==> config.mk <==
export PLATFORM = sky130hd
export DESIGN_NAME = rtp_red_header_parser_top
export DESIGN_NICKNAME = d
export VERILOG_FILES = /design/src/design/rrhp_pkg.sv /design/src/design/rrhp_front.sv /design/src/design/rrhp_queue.sv /design/src/design/rrhp_back.sv /design/src/design/rtp_red_header_parser_top.sv
export SDC_FILE = /design/constraint.sdc
export NUM_CORES = 1
export LEC_CHECK = 0
export BUFFER_PORTS_ARGS = -buffer_cell sky130_fd_sc_hd__clkbuf_2
export CAP_MARGIN = 20
export CORE_MARGIN = 2
export CORE_UTILIZATION = 50
export CTS_BUF_LIST = sky130_fd_sc_hd__clkbuf_16
export DETAILED_ROUTE_END_ITERATION = 8
export PLACE_DENSITY = 0.68
export SLEW_MARGIN = 25
export SYNTH_ARGS = -nofsm -noshare
export SYNTH_HDL_FRONTEND = slang
export SYNTH_SLANG_ARGS = --single-unit
==> constraint.sdc <==
create_clock -name clk -period 9.25 [get_ports clk]
set_input_delay 0.4625 -clock clk [delete_from_list [all_inputs] [get_ports clk]]
set_output_delay 0.4625 -clock clk [all_outputs]
set_load 0.05 [all_outputs]
==> src/design/rrhp_pkg.sv <==
// Shared types and constants for the redundant RTP header parser.
package rrhp_pkg;

  // Field masks and widths
  localparam logic [6:0] TYPE_MASK = 7'h7F;
  localparam logic [1:0] LEN_HIGH_MASK = 2'h3;
  localparam logic [15:0] SUM_MAX = 16'hFFFF;

  // Record kinds
  localparam logic KIND_REDUNDANT = 1'b0;
  localparam logic KIND_PRIMARY = 1'b1;

  // Queue depth between front and back
  localparam int QUEUE_DEPTH = 2;
  localparam int QUEUE_PTR_W = $clog2(QUEUE_DEPTH);
  localparam int QUEUE_CNT_W = $clog2(QUEUE_DEPTH + 1);

  // One input word
  typedef struct packed {
    logic [7:0]  data_byte;
    logic        first_byte;
    logic [15:0] packet_length;
  } in_t;

  // One result word
  typedef struct packed {
    logic        record_kind;
    logic [6:0]  payload_type;
    logic [13:0] timestamp_offset;
    logic [15:0] block_start;
    logic [15:0] block_length;
    logic [15:0] header_bytes;
    logic        length_error;
  } out_t;

  // Classified record handed from front to back
  typedef struct packed {
    out_t        rec;
    logic        need_size;
    logic [15:0] total_length;
  } job_t;

endpackage

==> src/design/rrhp_front.sv <==
// Front end: per-byte header parse that turns the header bytes into record jobs.
module rrhp_front (
  input  logic           clk,
  input  logic           rst,
  input  logic           byte_valid,
  output logic           byte_ready,
  input  rrhp_pkg::in_t  byte_item,
  output logic           push_valid,
  input  logic           push_ready,
  output rrhp_pkg::job_t push_job
);

  localparam logic [2:0] PH_HDR0 = 3'd0;
  localparam logic [2:0] PH_HDR1 = 3'd1;
  localparam logic [2:0] PH_HDR2 = 3'd2;
  localparam logic [2:0] PH_HDR3 = 3'd3;
  localparam logic [2:0] PH_DONE = 3'd4;

  logic [2:0]  parse_phase, parse_phase_next;
  logic [15:0] header_byte_count, header_byte_count_next;
  logic [15:0] redundant_sum, redundant_sum_next;
  logic [6:0]  held_type, held_type_next;
  logic [13:0] held_offset, held_offset_next;
  logic [1:0]  held_length_high, held_length_high_next;
  logic [15:0] total_length, total_length_next;
  logic [15:0] bytes_seen, bytes_seen_next;

  logic           accept;
  logic           emit;
  rrhp_pkg::job_t job;
  logic [7:0]     b;
  logic [9:0]     blk_len;
  logic [16:0]    sum_wide;

  assign byte_ready = push_ready;
  assign accept = byte_valid && byte_ready;
  assign b = byte_item.data_byte;

  // Compute next parse state and the record this byte raises
  always_comb begin
    parse_phase_next = parse_phase;
    header_byte_count_next = header_byte_count;
    redundant_sum_next = redundant_sum;
    held_type_next = held_type;
    held_offset_next = held_offset;
    held_length_high_next = held_length_high;
    total_length_next = total_length;
    bytes_seen_next = bytes_seen;
    emit = 1'b0;
    job = '0;
    blk_len = {held_length_high, b};
    sum_wide = {1'b0, redundant_sum} + {7'b0, blk_len};

    // Restart on the first byte of a packet
    if (byte_item.first_byte) begin
      total_length_next = byte_item.packet_length;
      bytes_seen_next = '0;
      header_byte_count_next = '0;
      redundant_sum_next = '0;
      held_type_next = '0;
      held_offset_next = '0;
      held_length_high_next = '0;
      parse_phase_next = PH_HDR0;
    end
    sum_wide = {1'b0, redundant_sum_next} + {7'b0, blk_len};

    if (bytes_seen_next < total_length_next && parse_phase_next != PH_DONE) begin
      bytes_seen_next = bytes_seen_next + 16'd1;
      header_byte_count_next = header_byte_count_next + 16'd1;
      unique case (parse_phase_next)
        PH_HDR0: begin
          if (b[7]) begin
            held_type_next = b[6:0] & rrhp_pkg::TYPE_MASK;
            parse_phase_next = PH_HDR1;
          end else begin
            // Primary header: size is settled in the back end
            emit = 1'b1;
            job.rec.record_kind = rrhp_pkg::KIND_PRIMARY;
            job.rec.payload_type = b[6:0] & rrhp_pkg::TYPE_MASK;
            job.rec.block_start = redundant_sum_next;
            job.rec.header_bytes = header_byte_count_next;
            job.need_size = 1'b1;
            job.total_length = total_length_next;
            parse_phase_next = PH_DONE;
          end
        end
        PH_HDR1: begin
          held_offset_next = {b, 6'b0};
          parse_phase_next = PH_HDR2;
        end
        PH_HDR2: begin
          held_offset_next = held_offset_next | {8'b0, b[7:2]};
          held_length_high_next = b[1:0] & rrhp_pkg::LEN_HIGH_MASK;
          parse_phase_next = PH_HDR3;
        end
        PH_HDR3: begin
          // Close one redundant header and saturate the running sum
          redundant_sum_next = sum_wide[16] ? rrhp_pkg::SUM_MAX : sum_wide[15:0];
          parse_phase_next = PH_HDR0;
          if (bytes_seen_next < total_length_next) begin
            emit = 1'b1;
            job.rec.record_kind = rrhp_pkg::KIND_REDUNDANT;
            job.rec.payload_type = held_type_next;
            job.rec.timestamp_offset = held_offset_next;
            job.rec.block_start = redundant_sum;
            job.rec.block_length = {6'b0, blk_len};
            if (byte_item.first_byte) begin
              job.rec.block_start = '0;
            end
          end
        end
        default: begin
          parse_phase_next = PH_DONE;
        end
      endcase

      // Packet ended inside the headers
      if (!emit && parse_phase_next != PH_DONE && bytes_seen_next >= total_length_next) begin
        emit = 1'b1;
        job = '0;
        job.rec.record_kind = rrhp_pkg::KIND_PRIMARY;
        job.rec.block_start = redundant_sum_next;
        job.rec.header_bytes = header_byte_count_next;
        job.rec.length_error = 1'b1;
        parse_phase_next = PH_DONE;
      end
    end
  end

  assign push_valid = accept && emit;
  assign push_job = job;

  // Commit parse state on each accepted byte
  always_ff @(posedge clk) begin
    if (rst) begin
      parse_phase <= PH_HDR0;
      header_byte_count <= '0;
      redundant_sum <= '0;
      held_type <= '0;
      held_offset <= '0;
      held_length_high <= '0;
      total_length <= '0;
      bytes_seen <= '0;
    end else if (accept) begin
      parse_phase <= parse_phase_next;
      header_byte_count <= header_byte_count_next;
      redundant_sum <= redundant_sum_next;
      held_type <= held_type_next;
      held_offset <= held_offset_next;
      held_length_high <= held_length_high_next;
      total_length <= total_length_next;
      bytes_seen <= bytes_seen_next;
    end
  end

endmodule

==> src/design/rrhp_queue.sv <==
// Short queue of record jobs between front and back end.
module rrhp_queue (
  input  logic           clk,
  input  logic           rst,
  input  logic           push_valid,
  output logic           push_ready,
  input  rrhp_pkg::job_t push_job,
  output logic           pop_valid,
  input  logic           pop_ready,
  output rrhp_pkg::job_t pop_job
);

  rrhp_pkg::job_t mem [rrhp_pkg::QUEUE_DEPTH];
  logic [rrhp_pkg::QUEUE_PTR_W-1:0] wr_ptr;
  logic [rrhp_pkg::QUEUE_PTR_W-1:0] rd_ptr;
  logic [rrhp_pkg::QUEUE_CNT_W-1:0] count;
  logic do_push;
  logic do_pop;

  assign push_ready = count != rrhp_pkg::QUEUE_CNT_W'(rrhp_pkg::QUEUE_DEPTH);
  assign pop_valid = count != '0;
  assign pop_job = mem[rd_ptr];
  assign do_push = push_valid && push_ready;
  assign do_pop = pop_valid && pop_ready;

  // Store pushed jobs
  always_ff @(posedge clk) begin
    if (do_push) begin
      mem[wr_ptr] <= push_job;
    end
  end

  // Advance pointers and occupancy
  always_ff @(posedge clk) begin
    if (rst) begin
      wr_ptr <= '0;
      rd_ptr <= '0;
      count <= '0;
    end else begin
      if (do_push) begin
        wr_ptr <= (wr_ptr == rrhp_pkg::QUEUE_PTR_W'(rrhp_pkg::QUEUE_DEPTH - 1)) ?
                  '0 : wr_ptr + 1'b1;
      end
      if (do_pop) begin
        rd_ptr <= (rd_ptr == rrhp_pkg::QUEUE_PTR_W'(rrhp_pkg::QUEUE_DEPTH - 1)) ?
                  '0 : rd_ptr + 1'b1;
      end
      unique case ({do_push, do_pop})
        2'b10:   count <= count + 1'b1;
        2'b01:   count <= count - 1'b1;
        default: count <= count;
      endcase
    end
  end

endmodule

==> src/design/rrhp_back.sv <==
// Back end: settles the primary size and holds the result word for the consumer.
module rrhp_back (
  input  logic           clk,
  input  logic           rst,
  input  logic           pop_valid,
  output logic           pop_ready,
  input  rrhp_pkg::job_t pop_job,
  output logic           rec_valid,
  input  logic           rec_ready,
  output rrhp_pkg::out_t rec_item
);

  rrhp_pkg::out_t rec_next;
  logic [16:0]    used;
  logic           short;

  assign pop_ready = !rec_valid || rec_ready;

  // Primary size: packet length minus headers minus redundant blocks, floored at 0
  always_comb begin
    rec_next = pop_job.rec;
    used = {1'b0, pop_job.rec.header_bytes} + {1'b0, pop_job.rec.block_start};
    short = used > {1'b0, pop_job.total_length};
    if (pop_job.need_size) begin
      rec_next.length_error = short;
      rec_next.block_length = short ? '0 : pop_job.total_length - used[15:0];
    end
  end

  // Hold output word until taken
  always_ff @(posedge clk) begin
    if (rst) begin
      rec_valid <= 1'b0;
    end else if (pop_ready) begin
      rec_valid <= pop_valid;
    end
  end

  always_ff @(posedge clk) begin
    if (pop_ready && pop_valid) begin
      rec_item <= rec_next;
    end
  end

endmodule

==> src/design/rtp_red_header_parser_top.sv <==
// Top level of the redundant RTP payload header parser.
// A record is stored in the job queue, then in the output register behind rec_valid.
// Throughput: one byte per cycle while the job queue is not full.
// A two-entry job queue and the output register let either side stall on its own.
// Reset (synchronous, rst high) clears parse state, the queue and the output valid.
module rtp_red_header_parser_top (
  input  logic           clk,
  input  logic           rst,
  input  logic           byte_valid,
  output logic           byte_ready,
  input  rrhp_pkg::in_t  byte_item,
  output logic           rec_valid,
  input  logic           rec_ready,
  output rrhp_pkg::out_t rec_item
);

  logic           push_valid;
  logic           push_ready;
  rrhp_pkg::job_t push_job;
  logic           pop_valid;
  logic           pop_ready;
  rrhp_pkg::job_t pop_job;

  rrhp_front u_front (
    .clk        (clk),
    .rst        (rst),
    .byte_valid (byte_valid),
    .byte_ready (byte_ready),
    .byte_item  (byte_item),
    .push_valid (push_valid),
    .push_ready (push_ready),
    .push_job   (push_job)
  );

  rrhp_queue u_queue (
    .clk        (clk),
    .rst        (rst),
    .push_valid (push_valid),
    .push_ready (push_ready),
    .push_job   (push_job),
    .pop_valid  (pop_valid),
    .pop_ready  (pop_ready),
    .pop_job    (pop_job)
  );

  rrhp_back u_back (
    .clk       (clk),
    .rst       (rst),
    .pop_valid (pop_valid),
    .pop_ready (pop_ready),
    .pop_job   (pop_job),
    .rec_valid (rec_valid),
    .rec_ready (rec_ready),
    .rec_item  (rec_item)
  );

endmodule

-- After elaboration in Yosys (flattened, before gate mapping)
Memory sizes are Yosys's and may differ from the RTL's. A register that Yosys moved wholly into a read port is not among the register bits.
Cells that the tools add are included.
- RAM bits: 176
- output and inout port bits: 73
- logic and storage cells: 109
- memories: 1
- register bits after elaboration: 166
- memories (memory ; depth ; bits a word ; read ports ; clocked after Yosys merged registers in ; write ports ; RTL line ; source):
    u_queue.mem ; 2 ; 88 ; 1 ; 1 ; 1 ; rrhp_queue.sv:13 ; rrhp_pkg::job_t mem [rrhp_pkg::QUEUE_DEPTH];
- reduce and logical (&&, ||, !) cells: 13
- bitwise logic cells: 1
- add/sub/neg operators: 9
- muxes and demuxes: 54
- $lt $le $gt $ge: 4
- equal/unequal tests: 8
- operators by type and width (cell ; count):
    $mux W16 ; 15
    $mux W88 ; 2
    $mux W53 ; 1
    $mux W14 ; 3
    $mux W17 ; 2
    $add A16 B1 Y16 const B ; 2
    $lt A16 B16 Y1 ; 2
    $pmux W16 S2 ; 1
    $mux W7 ; 4
    $pmux W14 S2 ; 1
    $add A16 B10 Y17 ; 1
    $add A16 B16 Y17 ; 1
    $gt A17 B16 Y1 ; 1
    $ge A16 B16 Y1 ; 1
    $pmux W8 S2 ; 1
    $sub A16 B16 Y16 ; 1
    $mux W3 ; 5
    $or A14 B6 Y14 ; 1
    $mux W1 ; 12
    $pmux W3 S4 ; 1
    $mux W8 ; 1
    $logic_and A1 B1 Y1 ; 7
    $eq A3 B2 Y1 const B ; 2
    $mux W2 ; 3
    14 further kinds ; 18

-- Logic depth before layout (Yosys ltp)
Gate-level depths: netlist (run 1).
- depth after elaboration: 15
- depth in mapped cells: 22
- mapped depth without buffers: 18

-- By module
A second synthesis (run 1) with hierarchy kept.
- cells, all modules: 1594
- area, all modules: 17983.5 um^2
- by module, submodules not included (module ; cells an instance ; sequential area each (um^2) ; times used ; area each (um^2)):
    rrhp_front ; 915 ; 1801.7 ; 1 ; 6971.7
    rrhp_queue ; 298 ; 5385.2 ; 1 ; 6567.5
    rrhp_back ; 381 ; 2152.1 ; 1 ; 4444.3

-- Worst setup path before layout (run 1)
Ideal clock, no wire load.
- kind: in2reg
- start point: input port byte_item[16] in the netlist's numbering
- end point: memory u_queue.mem[0][0] in the netlist's numbering (enable)
- required time: 8.717 ns
- library setup time: 0.533 ns
- path buffers: 4
- cell stages on the path: 18
- arrival: 7.735 ns
- path slack: 0.983 ns
- path through: clkbuf_1 buf_2 clkbuf_1 clkbuf_1 nor2b_1 ha_1 nand2_1 nor3_2 nand4_1 nor2_1 xor2_1 ha_1 nand3_1 or3_1 o21bai_1 a211oi_4 o31a_1 nor2b_1
- word-level cells in the longest chain between the ends: 15
- elaborated cells between the ends (all ways): 28
- classes of those cells: 1 x add/sub; 3 x order compare; 5 x eq/ne; 12 x mux; 7 x reduce/logical
- RTL lines (what ; RTL line ; source):
    from (decl) ; rtp_red_header_parser_top.sv:11 ; input rrhp_pkg::in_t byte_item,
    $mux W16 ; rrhp_front.sv:55 ; if (byte_item.first_byte) begin
    $add A16 B1 Y16 ; rrhp_front.sv:68 ; bytes_seen_next = bytes_seen_next + 16'd1;
    $lt A16 B16 Y1 ; rrhp_front.sv:100 ; if (bytes_seen_next < total_length_next) begin
    $mux W1 ; rrhp_front.sv:100 ;
    $pmux W1 S2 ; rrhp_front.sv:70 ; unique case (parse_phase_next)
    $mux W1 ; rrhp_front.sv:67 ; if (bytes_seen_next < total_length_next && parse_phase_next != PH_DONE) begin
    $logic_not A1 Y1 ; rrhp_front.sv:118 ; if (!emit && parse_phase_next != PH_DONE && bytes_seen_next >= total_length_next) begin
    $logic_and A1 B1 Y1 (2 in series) ; rrhp_front.sv:118 ;
    $mux W1 ; rrhp_front.sv:118 ;
    $mux W1 (*) ; rrhp_front.sv:67 ;
    $logic_and A1 B1 Y1 (*) ; rrhp_front.sv:130 ; assign push_valid = accept && emit;
    $logic_and A1 B1 Y1 (*) ; rrhp_queue.sv:23 ; assign do_push = push_valid && push_ready;
    $mux W1 (*) ; rrhp_queue.sv:28 ; if (do_push) begin
    $mux W1 (implied by the code) (*) ; rrhp_queue.sv:29 ; mem[wr_ptr] <= push_job;
    to (decl) ; rrhp_queue.sv:13 ;
Mark *: on every way between the ends. The rest lies on a longest branch, timed or not. The select of a mux whose other input is x is not followed.

==> summary.md, run 1 <==
| Metric | Value |
|---|---|
| Status | `completed` |
| EDFF count, synth | `around 240` |
| Worst Skew | `between 0.015 and 0.02 ns` |
| Post-CTS setup repair buffer count | `0` |
| Total number of vias | `about 12000` |
| Setup crit end kind | `flip-flop` |
| Crit path launch type | `flip-flop` |
| CTS tree | `yes` |
| Final hold violations | `0` |
| Remaining Overflow, GRT | `0` |
| Max incr delay on CP | `slightly below 0.7 ns` |
| Post-synthesis cell area | `0.0170 mm2` |
| DRT Pass-1 Iters | `6` |
| Syn Area/Cell | `between 10 and 15 um2` |
| Die Wd | `around 190 um` |
| Main synth FF type | `edfxtp_1` |
| Via density | `5.77` |
| Post-DP HPWL | `28300 um` |
| Fraction of layout cells with a size suffix above 1 | `16.7%` |
| Setup TNS | `0 ns` |
| IO buf count | `roughly 100` |
| Synth unique cells | `85` |
| Clock sink total | `331` |
| Max Slew Vio Count | `0` |
| H-tree levels | `2` |
| # rows | `67` |
| Synth area leader | `edfxtp_1` |
| Max Clock Freq | `171 MHz` |
| Slew at the pin closest to its max-slew limit | `around 0.95 ns` |
| Area of the die | `around 0.035 mm2` |
| Average wire per standard cell | `19.2 um` |
| Tmin final | `5.85 ns` |
| DR iter-0 viols | `between 900 and 1000` |
| Area grow syn2layout | `12.3%` |
| Top cell type's share of synthesized area | `41.6%` |
| Slowest-stage cell, CP | `buf_4` |
| Slew headroom | `between 30 and 40%` |
| Crit path kind | `flip-flop to flip-flop` |
| Antenna-violating nets left | `0` |
| Initial Util | `about half` |
| CP Data Arrival Time | `~6.2 ns` |
| DR DRC count | `0` |
| Root buf cell | `clkbuf_16` |
| Initial antenna violation count | `0` |
| Post-DP Area | `0.0179 mm2` |
| Hold_buf cts | `0` |
| Sequential element share of the synthesized area | `around 53%` |
| Synth Warn # | `0` |
| Maxcap violations | `0` |
| Core area | `0.0334 mm2` |
| Post-route cell area | `~0.019 mm2` |
| Total CTS buffers | `36` |
| Crit path cell chain | `buf_4 > mux2_2 > ha_1 > nand2_1 > a21oi_2 > o31a_1 > o31a_1 > o21ai_0 > nor2b_1 > xnor2_1 > ha_1 > a21oi_1 > o21ai_0 > a2111o_1 > o221ai_1 > a31oi_1 > a311o_2 > o31ai_2` |
| Critical path fanouts, max | `between 50 and 60` |
| Clock Tree Buf Depth | `3` |
| Largest net degree at the start of global routing | `~80` |
| Synth Net Count | `about 1600` |
| Hold/Removal Path Class | `input pin to flip-flop` |
| Buf/Inv on CP | `1` |
| Global-route wire length before repair | `roughly 63000 um` |
| Number of global-route vias before repair | `~11000` |
| Hold Slack | `between 0.2 and 0.3 ns` |
| WL final | `roughly 40000 um` |
| Number of gates resized after cts | `0` |
| Boundary pin count | `102` |
| Clock transition at path regs | `about 0.060 ns` |
| Crit path max-delay family | `compound AO/OA/AOI/OAI gates` |
| Die H | `around 190 um` |
| GRT Total Usage | `approximately 23%` |
| Max VDD drop | `~0.24 mV` |
| Synth Register Bits | `331` |
| Clock latency on the worst-skew pair | `0.53 ns` |
| Synth async-reset ratio | `0%` |
| Synth top area cells | `edfxtp_1, dfxtp_1, ha_1` |
| Final Wtd Congestion | `around 0.87` |
| Pwr dens | `between 200 and 300 mW/mm2` |
| Cell count after synthesis | `around 1500` |
| # setup viols final | `0` |
| Final layout net count | `approximately 1700` |
| N_diodes | `0` |
| Pleak | `0.00727 uW` |
| Worst EP required | `9.60 ns` |
| RSZ-0062 raised after global routing | `no` |
| Final period utilization | `between 60% and 70%` |
Yosys cell counts, types with 7 or more instances:
cell type	instances
a211oi_1	22
a21o_1	13
a21oi_1	92
a22o_1	12
a22oi_1	19
a31oi_1	8
a32o_1	11
and2_1	9
and3_1	37
buf_1	7
buf_2	14
clkbuf_1	53
dfxtp_1	96
edfxtp_1	235
ha_1	93
inv_1	56
mux2_2	65
mux2i_1	33
nand2_1	86
nand2b_1	17
nand3_1	31
nand3b_1	11
nand4_1	9
nor2_1	128
nor2b_1	46
nor3_1	29
o21a_1	12
o21ai_0	73
o21bai_1	7
o22ai_1	7
o2bb2ai_1	10
or3_1	7
xnor2_1	40
xor2_1	26
layout by cell type (no fill, tap or decap), types with 5 or more instances in the layout:
cell | netlist | layout
inv_1 | 56 | 62
nor2_1 | 128 | 128
and3_1 | 37 | 37
nand4_1 | 9 | 9
o21ai_0 | 73 | 73
a21o_1 | 13 | 13
ha_1 | 93 | 93
o21a_1 | 12 | 11
mux2_2 | 65 | 65
o21bai_1 | 7 | 7
o211ai_1 | 6 | 6
a22oi_1 | 19 | 19
a22o_1 | 12 | 12
nand2b_1 | 17 | 17
buf_4 | 0 | 22
and2_1 | 9 | 8
nor3_1 | 29 | 28
clkbuf_16 | 0 | 37
nand3b_1 | 11 | 11
o2bb2ai_1 | 10 | 10
a32o_1 | 11 | 11
or3_1 | 7 | 7
nand3_1 | 31 | 31
nand2_1 | 86 | 86
a21oi_1 | 92 | 92
a211oi_1 | 22 | 22
clkinv_1 | 0 | 8
o21ai_1 | 5 | 5
dfxtp_1 | 96 | 95
nor2b_1 | 46 | 45
a31oi_1 | 8 | 8
xor2_1 | 26 | 26
xnor2_1 | 40 | 40
o22ai_1 | 7 | 7
mux2i_1 | 33 | 33
edfxtp_1 | 235 | 235
clkbuf_2 | 0 | 100
o31a_1 | 6 | 6
path summary, 6_finish.rpt:
kind / start / endpoint / slack [ns] / cells after the start
min: rec_ready / u_back.rec_valid / 0.26 / 3
max: flip-flop / u_back.rec_item[21] / 3.40 / 18
min reg2reg: u_front.redundant_sum[0] / u_front.redundant_sum[0] / 0.45 / 2
max reg2reg: flip-flop / u_back.rec_item[21] / 3.40 / 18
worst min-delay path, delay by kind of cell:
family | cells | cell delay [ns]
buf+inv | 1 | 0.07
simple gates | 1 | 0.13
compound gates | 1 | 0.07
power by group:
group          internal (uW)  switching, uW
Sequential              1900           81.7
Clock                    786            574
Combinational            714           1520
logic make-up (layout without fill, tap and decap cells):
group / count (synthesis) / after routing / synth area share [%]
flip-flops: 331 / 331 / 52.9
XOR/XNOR: 66 / 66 / 3.41
AND/OR/NAND/NOR: 438 / 438 / 13.0
adder cells (fa/ha/maj): 96 / 96 / 7.21
buffers and inverters: 131 / 242 / 3.05
multiplexers: 99 / 99 / 6.33
AO/OA/AOI/OAI: 355 / 355 / 14.1
flip-flops by register name, indices dropped and copies added (netlist names), 2 cells and up, named ones only:
signal,cells
u_front.bytes_seen,16
u_back.rec_item,71
u_front.held_offset,14
u_front.parse_phase,3
u_queue.count,2
u_front.held_type,7
u_front.redundant_sum,16
u_queue.mem,164
u_front.held_length_high,2
u_front.header_byte_count,16
u_front.total_length,16
metrics by stage:
step	power, uW	worst slack, ns	utilization [%]	std cells
after detailed placement	4250	3.21	53.6	2011
after floorplan	3750	0.983	-	1516
after CTS	5620	3.40	56.9	2075
final	5570	3.40	57.0	2075
after global routing	5870	2.98	57.0	2075
after global placement	4220	3.33	53.6	2011
routing by layer:
metal  routed length, um  track usage [%]  up-vias  share of wire, %
met2               18800             36.5      356                47
met4                1350             8.51        0               3.4
li1                    -                -     5784                 -
met5                   0                0        -                 0
met1               17600             30.8     5762                44
met3                2190             3.30       81               5.5
area by class of cell:
cell class / count / area, um2
clock inverters: 27 / 194
well taps: 448 / 561
fillers: 2812 / 14400
flip-flops and latches: 331 / 8980
clock buffers: 37 / 926
inverters: 56 / 210
multi-input cells: 1054 / 7510
repair buffers: 122 / 666
Power figures use the tool's default switching activity.
==> inputs of run 2 (changes only) <==
- clock period: 9.25 -> 6.1 ns (I/O delays scaled with it)
==> run 2 against run 1 <==
Compared with the run above: sequential power rose by 52%; register-to-register slack got worse by 2.5 ns; non-clock buffer count rose by 4; setup slack got worse by 2.5 ns; largest power group unchanged.
==> summary.md, run 2 (synthesized netlist as in run 1, its figures left out) <==
| Metric | Value |
|---|---|
| Die H | `approximately 190 um` |
| Final Wtd Congestion | `0.922` |
| Clock Tree Buf Depth | `3` |
| Average wire per standard cell | `slightly below 20 um` |
| IO buf count | `around 100` |
| Root buf cell | `clkbuf_16` |
| Post-route cell area | `~0.019 mm2` |
| CTS tree | `yes` |
| Setup TNS | `0 ns` |
| Tmin final | `just over 5 ns` |
| DP Worst Slack | `a little over 0.9 ns` |
| Pleak | `between 0.007 and 0.008 uW` |
| Crit path launch type | `flip-flop` |
| Area of the die | `between 0.03 and 0.04 mm2` |
| Worst Setup EP | `u_back.rec_item[21]` |
| Final layout net count | `1730` |
| Hold_buf cts | `0` |
| Number of gates resized after cts | `0` |
| R2r endpoint | `u_back.rec_item[21]` |
| Global-route wire length before repair | `about 63000 um` |
| Boundary pin count | `around 100` |
| GRT Total Usage | `about 23%` |
| Fill count | `2787` |
| Post-DP Area | `~0.018 mm2` |
| Area grow syn2layout | `13.1%` |
| Pwr dens | `around 450 mW/mm2` |
| Via density | `5.73` |
| Fraction of layout cells with a size suffix above 1 | `approximately 17%` |
| Initial antenna violation count | `0` |
| Crit path max-delay family | `compound AO/OA/AOI/OAI gates` |
| Max Clock Freq | `193 MHz` |
| Max incr delay on CP | `0.53 ns` |
| Antenna-violating nets left | `0` |
| Multi-input logic area | `between 0.007 and 0.008 mm2` |
| Slew headroom | `between 20% and 30%` |
| Register area | `about 0.0090 mm2` |
| R2R Setup Slk | `about 0.92 ns` |
| Remaining Overflow, GRT | `0` |
| Pwr Total | `just under 9000 uW` |
| Setup crit end kind | `flip-flop` |
| Crit path kind | `flip-flop to flip-flop` |
| Worst Skew | `between 0.02 and 0.025 ns` |
| Clock transition at path regs | `~0.060 ns` |
| R2R depth | `18` |
| Max Slew Vio Count | `0` |
| Most frequent cells in the layout | `edfxtp_1, nor2_1, clkbuf_2, dfxtp_1, ha_1` |
| Initial Util | `50.7%` |
| Post-CTS setup repair buffer count | `0` |
| Max reg flops | `roughly 160` |
| CP Data Arrival Time | `roughly 5.5 ns` |
| WL final | `slightly above 40000 um` |
| Status | `completed` |
| Worst EP required | `6.45 ns` |
| Final hold violations | `0` |
| Clock sink total | `~330` |
| RSZ-0062 raised after global routing | `no` |
| Fin worst setup slack | `approximately 0.9 ns` |
| Crit path cell chain | `buf_12 > mux2_2 > ha_1 > o21ai_2 > a21oi_2 > o31a_1 > o31a_1 > o21ai_0 > a21oi_1 > xnor2_1 > ha_1 > a21oi_1 > o21ai_0 > a2111o_1 > o221ai_1 > a31oi_1 > a311o_2 > o31ai_2` |
| Largest net degree at the start of global routing | `75` |
| Slew at the pin closest to its max-slew limit | `between 1 and 1.5 ns` |
| Slowest-stage cell, CP | `a311o_2` |
| Number of global-route vias before repair | `about 11000` |
| Biggest register | `u_queue.mem` |
| Buf/Inv on CP | `1` |
| Post-DP HPWL | `28700 um` |
| DR DRC count | `0` |
| Clock latency on the worst-skew pair | `roughly 0.52 ns` |
| Crit path depth | `18` |
| Largest registers | `u_queue.mem x164, u_back.rec_item x71` |
| Die Wd | `~190 um` |
| # setup viols final | `0` |
| Commonest non-fill, non-tap cell in the layout | `edfxtp_1` |
| Final period utilization | `~85%` |
| Max VDD drop | `between 0.3 and 0.4 mV` |
| Maxcap violations | `0` |
| Core area | `roughly 0.033 mm2` |
| Total CTS buffers | `36` |
| H-tree levels | `2` |
| DRT Pass-1 Iters | `5` |
| N_diodes | `0` |
| Critical path fanouts, max | `52` |
| Total number of vias | `around 12000` |
| Post-route core utilization | `approximately 57%` |
| # rows | `67` |
| Hold/Removal Path Class | `input pin to flip-flop` |
| DR iter-0 viols | `a little under 1000` |
==> run 2: changes by cell type in the layout (fill, tap and decap cells not counted), moves of 2 or more <==
cell	previous run	this run
inv_6	4	1
buf_12	0	2
buf_4	22	24
clkinv_4	1	3
clkinv_1	8	3
bufinv_16	2	6
==> run 2: per-stage QoR <==
stage	hold slack (ns)	cells
floorplan	0.424	1516
global placement	0.437	2015
detailed placement	0.441	2015
CTS	0.134	2079
global route	0.151	2079
finish	0.137	2079
==> run 2: layer usage <==
layer,track usage (%),up-vias,routed length [um]
met4,6.51,0,915
met2,36.8,323,19200
li1,-,5798,-
met1,31.9,5742,18500
met3,2.89,49,2030
met5,0,-,0
==> run 2: how the worst min path moves through the flow <==
stage	start	end	slack, ns	cells after the start
3_3_place_gp	u_front.redundant_sum[0]	u_front.redundant_sum[0]	0.44	2
4_1_cts	rec_ready	u_back.rec_valid	0.13	3
3_5_place_dp	u_front.redundant_sum[7]	u_front.redundant_sum[7]	0.44	1
5_1_grt	rec_ready	u_back.rec_valid	0.15	3
2_1_floorplan	u_front.held_offset[13]	u_front.held_offset[13]	0.42	1
6_report	rec_ready	u_back.rec_valid	0.14	3
==> run 2: worst min-delay path, stage by stage <==
cell      delay (ns)
clkbuf_2        0.07
nand2b_1        0.13
a21oi_1         0.08
==> run 2: area by class of cell <==
type                            count  share of cell area, %
Inverter                           56                   1.10
Sequential cell                   331                   46.8
Timing Repair Buffer              126                   3.75
Clock buffer                       36                   4.69
Clock inverter                     28                   1.63
Multi-Input combinational cell   1054                   39.1
Tap cell                          448                   2.92
==> run 2: power by group <==
group,switching [uW],total (uW),internal (uW)
clock,885,2220,1340
combinational,2340,3430,1090
sequential,119,3000,2880
